<file path="src/rtl/core/tpr_pkg.sv">
`timescale 1ns / 1ps
// ----------------------------------------------------------------------------
// tpr_pkg
// Types and constants for the period-measuring tachometer.
// ----------------------------------------------------------------------------
package tpr_pkg;

    // Configuration register indexes
    localparam logic [2:0] CFG_PPR        = 3'd0;
    localparam logic [2:0] CFG_CORR_SHORT = 3'd1;
    localparam logic [2:0] CFG_CORR_LONG  = 3'd2;
    localparam logic [2:0] CFG_REC_EN     = 3'd3;
    localparam logic [2:0] CFG_REC_TORQUE = 3'd4;
    localparam logic [2:0] CFG_REC_LIMIT  = 3'd5;

    // Reset values of the configuration registers
    localparam logic [9:0]  PPR_RST  = 10'd1;
    localparam logic [15:0] CORR_RST = 16'd4096;

    // Recorder depth; record_limit and the sample count are 11 bits wide
    localparam logic [10:0] RECORD_DEPTH = 11'd1024;

    // Arithmetic constants
    localparam logic [31:0] PERIOD_MIN = 32'd5000;
    localparam logic [31:0] WRAP_BASE  = 32'h0000_ffff;
    localparam logic [7:0]  DIV_CONST  = 8'd100;
    localparam logic [25:0] RPM_NUM    = 26'd60_000_000;
    localparam logic [15:0] SAMPLE_MAX = 16'hffff;

    // Sequencer states
    typedef enum logic [3:0] {
        ST_IDLE,
        ST_START,
        ST_WDIV,
        ST_SUB,
        ST_M64,
        ST_M4,
        ST_ADDS,
        ST_SCALE,
        ST_PER,
        ST_DEN,
        ST_RPM,
        ST_SDIV,
        ST_DONE
    } t_state;

endpackage

</file>
<file path="src/rtl/core/tachometer_period_to_rpm.sv">
`timescale 1ns / 1ps
// ----------------------------------------------------------------------------
// tachometer_period_to_rpm
// Encoder period to signed rpm, with odometer and sample recorder.
// ----------------------------------------------------------------------------
//  channel   direction  beat contents
//  s_*       in         tuser {is_long, kind}; tdata {torque, direction, pulse_time}
//  m_*       out        tuser {record_done, sample_valid};
//                       tdata {sample_value, odometer, speed_rpm}
//  cfg_*     in         index 0..5, 16-bit write data, always ready
//
//  A torque beat passes only the start and done states. A pulse beat also
//  runs the bit-serial units it needs, and when the timestamp went backwards
//  it first runs a wrap correction. The units are the 16-step scaling multiplier,
//  the 10-step period by steps multiplier, the 26-step rpm divider and the 32-step
//  divider by 100. s_tready returns at the edge that loads the result.
//  A result waits in the output register while m_tready is low; the next
//  item is taken meanwhile and holds in its last step until the register frees.
//  Reset is synchronous and active low.
// ----------------------------------------------------------------------------
module tachometer_period_to_rpm
    import tpr_pkg::*;
(
    input  logic        i_clk,
    input  logic        i_rst_n,
    // slave stream
    input  logic        i_s_tvalid,
    output logic        o_s_tready,
    input  logic [55:0] i_s_tdata,   // [31:0] pulse_time, [33:32] direction,
                                     // [49:34] torque, [55:50] zero
    input  logic [1:0]  i_s_tuser,   // [0] kind, [1] is_long
    // master stream
    output logic        o_m_tvalid,
    input  logic        i_m_tready,
    output logic [63:0] o_m_tdata,   // [14:0] speed_rpm, [46:15] odometer,
                                     // [62:47] sample_value, [63] zero
    output logic [1:0]  o_m_tuser,   // [0] sample_valid, [1] record_done
    // configuration writes
    input  logic        i_cfg_valid,
    output logic        o_cfg_ready,
    input  logic [2:0]  i_cfg_index,
    input  logic [15:0] i_cfg_data
);

    t_state      r_state, n_state;
    logic [4:0]  r_cnt;
    logic [4:0]  w_cnt_load;

    // latched item
    logic        r_kind;
    logic        r_is_long;
    logic [31:0] r_stamp;
    logic [1:0]  r_dir;
    logic [15:0] r_torque;

    // configuration
    logic [9:0]  r_ppr;
    logic [15:0] r_corr_short;
    logic [15:0] r_corr_long;
    logic        r_rec_en;
    logic        r_rec_torque;
    logic [10:0] r_rec_limit;
    logic [10:0] w_limit_in;

    // block state
    logic [31:0] r_last_stamp;
    logic [31:0] r_odo;
    logic [14:0] r_last_speed;
    logic [10:0] r_rec_count;

    // datapath
    logic [31:0] r_x;
    logic [31:0] r_y;
    logic [47:0] r_mp;
    logic [41:0] r_dp;
    logic [25:0] r_q;
    logic [25:0] r_rem;
    logic [31:0] r_cd_num;
    logic [6:0]  r_cd_rem;

    logic [32:0] w_mp_sum;
    logic [32:0] w_dp_sum;
    logic [26:0] w_rt;
    logic        w_rge;
    logic [26:0] w_rdiff;
    logic [7:0]  w_ct;
    logic        w_cge;
    logic [7:0]  w_cdiff;
    logic [15:0] w_factor;
    logic [31:0] w_period;
    logic        w_rpm_ok;
    logic        w_can_rec;
    logic        w_take_per;
    logic        w_take_trq;
    logic        w_take;
    logic [15:0] w_sample;
    logic [15:0] w_sat_q;
    logic [14:0] w_rpm_mag;
    logic [14:0] w_speed;
    logic [14:0] w_speed_out;
    logic [31:0] w_odo;
    logic [10:0] w_count;
    logic        w_done_flag;

    // output register
    logic        r_m_valid;
    logic [63:0] r_m_data;
    logic [1:0]  r_m_user;

    // control
    logic        w_s_ready;
    logic        w_ld_out;
    logic        w_s_acc;

    assign w_s_acc     = i_s_tvalid && w_s_ready;
    assign o_s_tready  = w_s_ready;
    assign o_cfg_ready = 1'b1;
    assign o_m_tvalid  = r_m_valid;
    assign o_m_tdata   = r_m_data;
    assign o_m_tuser   = r_m_user;

    // ------------------------------------------------------------------
    // datapath combinational terms
    // ------------------------------------------------------------------
    assign w_factor = r_is_long ? r_corr_long : r_corr_short;
    assign w_mp_sum = {1'b0, r_mp[47:16]} + (r_mp[0] ? {1'b0, r_x} : 33'd0);
    assign w_period = (r_mp[47:44] != 4'd0) ? 32'hffff_ffff : r_mp[43:12];
    assign w_dp_sum = {1'b0, r_dp[41:10]} + (r_dp[0] ? {1'b0, w_period} : 33'd0);

    // restoring rpm divider; partial remainder never exceeds 26 bits
    assign w_rt    = {r_rem, r_q[25]};
    assign w_rge   = {15'd0, w_rt} >= r_dp;
    assign w_rdiff = w_rt - r_dp[26:0];

    // divide by 100, one quotient bit a cycle
    assign w_ct    = {r_cd_rem, r_cd_num[31]};
    assign w_cge   = w_ct >= DIV_CONST;
    assign w_cdiff = w_ct - DIV_CONST;

    assign w_rpm_ok  = (w_period > PERIOD_MIN) && (r_dir != 2'b00) && (r_ppr != 10'd0);
    assign w_can_rec = r_rec_en && (r_rec_count < r_rec_limit) &&
                       (r_rec_count < RECORD_DEPTH);
    assign w_take_per = !r_kind && !r_rec_torque && (w_period > PERIOD_MIN) && w_can_rec;
    assign w_take_trq = r_kind && r_rec_torque && w_can_rec;
    assign w_take     = w_take_per || w_take_trq;
    assign w_sat_q    = (r_cd_num[31:16] != 16'd0) ? SAMPLE_MAX : r_cd_num[15:0];

    always_comb begin
        priority if (w_take_trq) begin
            w_sample = r_torque;
        end else if (w_take_per) begin
            w_sample = w_sat_q;
        end else begin
            w_sample = 16'd0;
        end
    end

    assign w_rpm_mag = {1'b0, r_q[13:0]};
    assign w_speed   = !w_rpm_ok ? 15'd0 : (r_dir[1] ? 15'(-w_rpm_mag) : w_rpm_mag);
    assign w_speed_out = r_kind ? r_last_speed : w_speed;
    assign w_odo     = (!r_kind && r_dir == 2'b01) ? r_odo + 32'd1 : r_odo;
    assign w_count   = r_rec_count + {10'd0, w_take};
    assign w_done_flag = r_rec_en && (w_count >= r_rec_limit);

    assign w_limit_in = (i_cfg_data[10:0] > RECORD_DEPTH) ? RECORD_DEPTH : i_cfg_data[10:0];

    // ------------------------------------------------------------------
    // sequencer: next state
    // ------------------------------------------------------------------
    always_comb begin
        n_state = r_state;
        unique case (r_state)
            ST_IDLE: begin
                if (w_s_acc) n_state = ST_START;
            end
            ST_START: begin
                priority if (r_kind) begin
                    n_state = ST_DONE;
                end else if (r_stamp < r_last_stamp) begin
                    n_state = ST_WDIV;
                end else begin
                    n_state = ST_SCALE;
                end
            end
            ST_WDIV: begin
                if (r_cnt == 5'd0) n_state = ST_SUB;
            end
            ST_SUB:   n_state = ST_M64;
            ST_M64:   n_state = ST_M4;
            ST_M4:    n_state = ST_ADDS;
            ST_ADDS:  n_state = ST_SCALE;
            ST_SCALE: begin
                if (r_cnt == 5'd0) n_state = ST_PER;
            end
            ST_PER: begin
                priority if (w_rpm_ok) begin
                    n_state = ST_DEN;
                end else if (w_take_per) begin
                    n_state = ST_SDIV;
                end else begin
                    n_state = ST_DONE;
                end
            end
            ST_DEN: begin
                if (r_cnt == 5'd0) n_state = ST_RPM;
            end
            ST_RPM: begin
                if (r_cnt == 5'd0) n_state = w_take_per ? ST_SDIV : ST_DONE;
            end
            ST_SDIV: begin
                if (r_cnt == 5'd0) n_state = ST_DONE;
            end
            ST_DONE: begin
                if (!r_m_valid || i_m_tready) n_state = ST_IDLE;
            end
            default: n_state = ST_IDLE;
        endcase
    end

    // ------------------------------------------------------------------
    // sequencer: outputs
    // ------------------------------------------------------------------
    always_comb begin
        w_s_ready = 1'b0;
        w_ld_out  = 1'b0;
        unique case (r_state)
            ST_IDLE: w_s_ready = 1'b1;
            ST_DONE: w_ld_out  = !r_m_valid || i_m_tready;
            default: begin
                w_s_ready = 1'b0;
                w_ld_out  = 1'b0;
            end
        endcase
    end

    // step count for the serial phases
    always_comb begin
        unique case (n_state)
            ST_WDIV:  w_cnt_load = 5'd31;
            ST_SCALE: w_cnt_load = 5'd15;
            ST_DEN:   w_cnt_load = 5'd9;
            ST_RPM:   w_cnt_load = 5'd25;
            ST_SDIV:  w_cnt_load = 5'd31;
            default:  w_cnt_load = 5'd0;
        endcase
    end

    always_ff @(posedge i_clk) begin
        if (!i_rst_n) begin
            r_state <= ST_IDLE;
            r_cnt   <= 5'd0;
        end else begin
            r_state <= n_state;
            if (r_state != n_state) begin
                r_cnt <= w_cnt_load;
            end else if (r_cnt != 5'd0) begin
                r_cnt <= r_cnt - 5'd1;
            end
        end
    end

    // ------------------------------------------------------------------
    // configuration and block state
    // ------------------------------------------------------------------
    always_ff @(posedge i_clk) begin
        if (!i_rst_n) begin
            r_ppr        <= PPR_RST;
            r_corr_short <= CORR_RST;
            r_corr_long  <= CORR_RST;
            r_rec_en     <= 1'b0;
            r_rec_torque <= 1'b0;
            r_rec_limit  <= 11'd0;
            r_last_stamp <= 32'd0;
            r_odo        <= 32'd0;
            r_last_speed <= 15'd0;
            r_rec_count  <= 11'd0;
        end else begin
            if (i_cfg_valid) begin
                unique case (i_cfg_index)
                    CFG_PPR:        r_ppr        <= i_cfg_data[9:0];
                    CFG_CORR_SHORT: r_corr_short <= i_cfg_data;
                    CFG_CORR_LONG:  r_corr_long  <= i_cfg_data;
                    CFG_REC_EN:     r_rec_en     <= i_cfg_data[0];
                    CFG_REC_TORQUE: r_rec_torque <= i_cfg_data[0];
                    CFG_REC_LIMIT:  r_rec_limit  <= w_limit_in;
                    default: ;
                endcase
            end
            // a write to the enable register restarts the sample count
            priority if (i_cfg_valid && i_cfg_index == CFG_REC_EN) begin
                r_rec_count <= 11'd0;
            end else if (w_ld_out) begin
                r_rec_count <= w_count;
            end else begin
                r_rec_count <= r_rec_count;
            end
            if (w_ld_out) begin
                r_odo        <= w_odo;
                r_last_speed <= w_speed_out;
                if (!r_kind) r_last_stamp <= r_stamp;
            end
        end
    end

    // ------------------------------------------------------------------
    // item latch and serial units
    // ------------------------------------------------------------------
    always_ff @(posedge i_clk) begin
        if (w_s_acc) begin
            r_kind    <= i_s_tuser[0];
            r_is_long <= i_s_tuser[1];
            r_stamp   <= i_s_tdata[31:0];
            r_dir     <= i_s_tdata[33:32];
            r_torque  <= i_s_tdata[49:34];
        end

        // phase entry loads
        if (r_state != n_state) begin
            unique case (n_state)
                ST_WDIV: begin
                    r_cd_num <= r_last_stamp;
                    r_cd_rem <= 7'd0;
                end
                ST_SCALE: r_mp <= {32'd0, w_factor};
                ST_DEN:   r_dp <= {32'd0, r_ppr};
                ST_RPM: begin
                    r_q   <= RPM_NUM;
                    r_rem <= 26'd0;
                end
                ST_SDIV: begin
                    r_cd_num <= w_period;
                    r_cd_rem <= 7'd0;
                end
                default: ;
            endcase
        end

        // one step per cycle in each phase
        unique case (r_state)
            ST_START: r_x <= r_stamp - r_last_stamp;
            ST_WDIV, ST_SDIV: begin
                r_cd_rem <= w_cge ? w_cdiff[6:0] : w_ct[6:0];
                r_cd_num <= {r_cd_num[30:0], w_cge};
            end
            ST_SUB:   r_x <= WRAP_BASE - r_cd_num;
            // times 100 as 64 + 32 + 4, wrapping at 32 bits
            ST_M64:   r_y <= {r_x[25:0], 6'd0} + {r_x[26:0], 5'd0};
            ST_M4:    r_y <= r_y + {r_x[29:0], 2'd0};
            ST_ADDS:  r_x <= r_y + r_stamp;
            ST_SCALE: r_mp <= {w_mp_sum, r_mp[15:1]};
            ST_DEN:   r_dp <= {w_dp_sum, r_dp[9:1]};
            ST_RPM: begin
                r_rem <= w_rge ? w_rdiff[25:0] : w_rt[25:0];
                r_q   <= {r_q[24:0], w_rge};
            end
            default: ;
        endcase
    end

    // ------------------------------------------------------------------
    // output register
    // ------------------------------------------------------------------
    always_ff @(posedge i_clk) begin
        if (!i_rst_n) begin
            r_m_valid <= 1'b0;
        end else if (w_ld_out) begin
            r_m_valid <= 1'b1;
        end else if (i_m_tready) begin
            r_m_valid <= 1'b0;
        end
    end

    always_ff @(posedge i_clk) begin
        if (w_ld_out) begin
            r_m_data <= {1'b0, w_sample, w_odo, w_speed_out};
            r_m_user <= {w_done_flag, w_take};
        end
    end

endmodule

</file>
<file path="config.mk">
export PLATFORM = sky130hd
export DESIGN_NAME = tachometer_period_to_rpm
export DESIGN_NICKNAME = d
export VERILOG_FILES = /design/src/rtl/core/tpr_pkg.sv /design/src/rtl/core/tachometer_period_to_rpm.sv
export SDC_FILE = /design/constraint.sdc
export NUM_CORES = 1
export LEC_CHECK = 0
export BUFFER_PORTS_ARGS = -buffer_cell sky130_fd_sc_hd__buf_2
export CORE_ASPECT_RATIO = 0.8
export CORE_MARGIN = 8
export CORE_UTILIZATION = 40
export DETAILED_ROUTE_END_ITERATION = 16
export PLACE_DENSITY = 0.66
export RECOVER_POWER = 50
export SLEW_MARGIN = 30
export SYNTH_ARGS = -nofsm -noshare
export SYNTH_HDL_FRONTEND = slang
export SYNTH_SLANG_ARGS = --single-unit
</file>
<file path="constraint.sdc">
create_clock -name i_clk -period 12.58 [get_ports i_clk]
set_clock_uncertainty 0.15 [all_clocks]
set_input_delay 1.887 -clock i_clk [delete_from_list [all_inputs] [get_ports i_clk]]
set_output_delay 1.887 -clock i_clk [all_outputs]
set_load 0.01 [all_outputs]
</file>
---- Word level (Yosys, flattened, before mapping) ----
Index checks and enable logic that the tools add are counted.
operators by class
  add/sub/neg operators ................... 13
  order comparisons ....................... 8
  equality and inequality tests ........... 24
  multiplexer cells ....................... 53
  bitwise operators ....................... 2
  reductions and logical operators ........ 54
operators by type and width
  cell                      number
  $mux W32                  6
  $mux W26                  7
  $mux W48                  3
  $pmux W32 S2              2
  $mux W42                  3
  $add A32 B32 Y32          3
  $pmux W32 S3              1
  $add A32 B32 Y33          2
  $mux W16                  4
  $pmux W4 S13              1
  $mux W15                  3
  $ge A27 B42 Y1            1
  $add A32 B1 Y32 const B   1
  $eq A4 B4 Y1 const B      8
  $gt A32 B13 Y1 const B    1
  $lt A32 B32 Y1            1
  $mux W4                   8
  $sub A16 B32 Y32 const A  1
  $sub A32 B32 Y32          1
  $mux W7                   4
  $sub A26 B26 Y26          1
  $reduce_and A2 Y1         12
  $reduce_bool A2 Y1        12
  $eq A4 B3 Y1 const B      5
  34 further kinds          63
storage, ports and cells
  register bits ........................... 517
  input port bits ......................... 82
  output and inout bits ................... 69

---- Depth between registers and ports, before layout ----
  depth in word-level cells ............... 13
  mapped depth ............................ 22
  depth with buffers taken out ............ 21

---- Worst setup path before layout ----
No wires, ideal clock.
  path kind ............................... input -> register
  from .................................... input i_m_tready
  to ...................................... register r_mp[0] (enable)
  setup time .............................. 520 ps
  data arrival time ....................... 6499 ps
  required time ........................... 11910 ps
  path slack .............................. 5411 ps
  stages .................................. 8
  path buffers ............................ 0
  path through ............................ nor2b_1 -> a32oi_1 -> o21ai_0 -> mux2_2 -> and2_1 -> a31oi_1 -> nor3_4 -> o21ai_0
between the ends
  longest elaborated chain between the ends .. 6
  elaborated cells between the ends (all ways) .. 8
  those cells by class .................... 2 x eq/ne; 2 x mux; 4 x reduce/logical
RTL lines
  item                                                 RTL line                                                          RTL
  from (decl)                                          tachometer_period_to_rpm.sv:34                                    input logic i_m_tready,
  $logic_or A1 B1 Y1 *                                 tachometer_period_to_rpm.sv:214                                   if (!r_m_valid || i_m_tready) n_state = ST_IDLE;
  $mux W4 *                                            tachometer_period_to_rpm.sv:214
  $pmux W4 S13 *                                       tachometer_period_to_rpm.sv:172                                   unique case (r_state)
  $eq A4 B3 Y1 / $ne A4 B4 Y1 (equally long branches)  tachometer_period_to_rpm.sv:319, tachometer_period_to_rpm.sv:318
  $reduce_bool A2 Y1 (no line)                         -
  $reduce_and A2 Y1 (no line) *                        -
  to (signal assigned)                                 tachometer_period_to_rpm.sv:324                                   ST_SCALE: r_mp <= {32'd0, w_factor};
  to (signal assigned)                                 tachometer_period_to_rpm.sv:350                                   ST_SCALE: r_mp <= {w_mp_sum, r_mp[15:1]};
  to (decl)                                            tachometer_period_to_rpm.sv:74                                    logic [47:0] r_mp;
Mark *: on every way between the ends. The rest lies on a longest branch, timed or not.
A chain may end at the register's enable or synchronous reset.

---- Final worst setup path ----
  from .................................... input i_rst_n
  to ...................................... register r_last_stamp[7]
RTL lines
  item                  RTL line                         RTL
  from (decl)           tachometer_period_to_rpm.sv:25   input logic i_rst_n,
  to (signal assigned)  tachometer_period_to_rpm.sv:300  if (!r_kind) r_last_stamp <= r_stamp;
  to (decl)             tachometer_period_to_rpm.sv:66   logic [31:0] r_last_stamp;
No word-level cell between the ends.

==> results.cfg <==
[cells_and_area]
fin_nets = 3926
area_growth_pct = 11.3
drive_above_1_share = 0.0608
fillers = 7800
n_antenna_cell = 0
stdcell_area_um2 = 36200
multi_input_area_um2 = 17600
seqCellArea_um2 = 13900

[cts]
clk_pin_slew_worst_paths_ns = 0.06
cts_hold_buffers = 0
cts.sinks = 515
cts_resized = 0
cts_tree = built
cts_buffers = 56
cts_setup_buffers = 0
clk_path_buf_depth = 3
worstSkewPairLatency_ns = 0.64
ctsRootBufferMaster = clkbuf_16
htreeDepth = 2

[synth]
synth_nets = 3829
ys.flop_type = edfxtp_1
ys_seq_area_frac = 0.428
ys.warnings.count = 0
synth_cells = 3505
async_flop_share = 0
synth_seq_cells = 515
syn-cell-area_um2 = 32500
synthDistinctLibCells = 92
avgSynthCellArea_um2 = 9.27
synth_edf_count = 360

[routing]
viasPerCell = 5.53
drcViolationCount = 0
ant_nets = 0
wl_mm = 87.4
drt_iter0_drc = 2210
first_pass_iters = 6
vias = 26200
wl_per_cell_um = 18.4

[global_route]
top_usage_layer = met2
antenna_found_initial = 3
met3_usage = 0.0249
grt_pass1_wl_mm = 136
grt.total_usage = 0.184
use_met2 = 0.280
grt.met1_usage = 0.275
grt_pass1_vias = 24000
grt_max_degree = 75
grt-ovfl-total = 0

[critical_path]
cp-end-kind = register
worstPathArrival_ns = 7.08
crit_fanout = 74
startpoint_type = primary input
required_ns = 12.93
worstSetupPathType = primary input to register

[timing]
rsz0062_at_grt = no
slew_headroom = -1.18
report.final.slew_viol_count = 636
tns_ns = 0
fmax_mhz = 149
hold_viol = 0
layout_setup_ws_ns = 5.85
period_needed_ns = 6.73
setup_viol = 0
finalCritPeriodShare = 0.535
worstMarginPinSlew_ns = 3.27

[die]
die_h_um = 271
rows = 93
pin_count = 151
dieArea_um2 = 90700
start_util = 0.404
core_um2 = 80500
die_w_um = 335

[placed_design]
post-place-ws_ns = 7.06
port_buffers = 142
placed_area_um2 = 34300
gp_congestion = 0.940
hpwl_mm = 64.5

[pwr]
total_power_mw = 8.14
static-leakage-power_nw = 13.7
power_density_nw_per_um2 = 225
peakVddDrop_mv = 0.0977

[status]
violations = max-capacitance violations, max-slew violations
status = finished with violations

[worst_hold_path]
hold_path.class = register to register

[job]
maxCapViolCount = 13
[metrics by stage]
step / hold WS, ns / utilization / cells
finish: 0.303 / 0.449 / 4741
global route: 0.328 / 0.449 / 4741
CTS: 0.306 / 0.451 / 4740
detailed placement: 0.298 / 0.426 / 4635
global placement: 0.291 / 0.426 / 4634
floorplan: 0.286 / - / 3505
[worst max-delay path, stage by stage]
cell and delay (ns):
clkbuf_1 0.59, clkinvlp_2 2.32, clkbuf_1 1.68, a21oi_1 0.49
[placed cells by master, fill, tap and decap left out, types with 20 or more instances in the layout]
| master | synthesis | final |
|---|---|---|
| inv_1 | 134 | 133 |
| nand2_1 | 416 | 415 |
| a211oi_1 | 28 | 28 |
| o21ai_0 | 158 | 155 |
| edfxtp_1 | 360 | 360 |
| nand2b_1 | 48 | 47 |
| clkbuf_16 | 0 | 59 |
| nor3_1 | 63 | 63 |
| and3_1 | 21 | 21 |
| o21a_1 | 51 | 51 |
| dfxtp_1 | 155 | 155 |
| nand3_1 | 76 | 75 |
| or3_1 | 24 | 24 |
| ha_1 | 235 | 235 |
| and2_1 | 69 | 55 |
| a21o_1 | 90 | 91 |
| mux2i_1 | 50 | 50 |
| clkbuf_1 | 113 | 98 |
| a31oi_1 | 24 | 24 |
| o221ai_1 | 21 | 21 |
| nor2b_1 | 67 | 67 |
| nor2_1 | 356 | 355 |
| xnor2_1 | 133 | 133 |
| xor2_1 | 129 | 129 |
| o21ai_1 | 34 | 34 |
| nand4_1 | 20 | 20 |
| buf_2 | 7 | 69 |
| o31ai_1 | 35 | 33 |
| a21oi_1 | 305 | 305 |
[state kept, by name (all words and copies together), names as in the netlist, 11 cells and up]
register and cells:
r_odo 32, r_stamp 32, r_last_stamp 32, r_dp 42, r_x 32, r_rec_limit 11, r_rec_count 11, r_rem 26
r_y 30, r_torque 16, r_corr_short 16, r_corr_long 16, r_q 26, r_last_speed 15, r_cd_num 32, r_mp 48
o_m_tdata 63
[final timing paths]
check	start	endpoint	slack, ns	cells after the start
worst max-delay path	i_rst_n	r_last_stamp[7]$_SDFFE_PN0P_	5.85	4
worst min-delay path	r_corr_long[5]$_SDFFE_PN0P_	r_corr_long[5]$_SDFFE_PN0P_	0.30	2
worst max register to register	r_mp[44]$_SDFFCE_PN0P_	o_m_tuser[1]$_DFFE_PP_	6.15	20
worst min register to register	r_corr_long[5]$_SDFFE_PN0P_	r_corr_long[5]$_SDFFE_PN0P_	0.30	2
[layer usage]
| layer | vias to the layer above | wire (um) |
|---|---|---|
| li1 | 12900 | - |
| met1 | 12500 | 42500 |
| met2 | 741 | 37800 |
| met3 | 91 | 5510 |
| met4 | 2 | 1470 |
| met5 | - | 12 |
[logic make-up (layout without fill, tap and decap cells)]
kind of cell	after synthesis	in the layout	synth area share
multiplexers	54	54	0.0168
AND/OR/NAND/NOR	1252	1252	0.180
flip-flops	515	515	0.428
adder cells (fa/ha/maj)	242	242	0.0948
other	2	2	0.000231
AO/OA/AOI/OAI	908	908	0.176
XOR/XNOR	262	262	0.0706
buffers and inverters	270	414	0.0330
[synth_stat cells, drive strengths merged (8+ instances only)]
cell	instances	area share
inv	134	0.015
and2	70	0.013
a22oi	14	0.0032
nor4	19	0.0037
nor3b	19	0.0045
o21bai	13	0.0030
o21a	51	0.012
or3	24	0.0046
a21oi	306	0.047
o22ai	13	0.0025
a211oi	28	0.0065
buf	22	0.0043
a31o	8	0.0022
ha	235	0.090
o41ai	8	0.0022
nor2b	67	0.013
nor2	356	0.041
nand4	20	0.0039
nand2b	48	0.0092
o221ai	21	0.0057
a31oi	24	0.0046
edfxtp	360	0.33
a21o	91	0.021
mux2i	50	0.015
dfxtp	155	0.095
and3	22	0.0044
o31ai	37	0.0089
o21ai	193	0.030
clkbuf	113	0.013
and4	9	0.0024
xnor2	133	0.036
or2	16	0.0032
nand3	76	0.012
xor2	129	0.035
or4	10	0.0024
o31a	9	0.0024
nor3	64	0.010
nand2	416	0.048
o211ai	18	0.0046
a21boi	10	0.0023
[final cells by class]
class	count	share of cell area
flip-flops and latches	515	0.385
inverters	135	0.0141
well taps	1092	0.0378
repair buffers	174	0.0224
multi-input cells	2720	0.486
clock buffers	75	0.0444
clock inverters	30	0.0112
[power by group]
group / total (mW) / leakage [nW] / switching, mW / internal [mW]
registers: 2.65 / 4.61 / 0.354 / 2.30
clock network: 1.79 / 0.988 / 0.727 / 1.07
logic: 3.69 / 8.11 / 2.20 / 1.49
(Power assumes the default switching activity.)
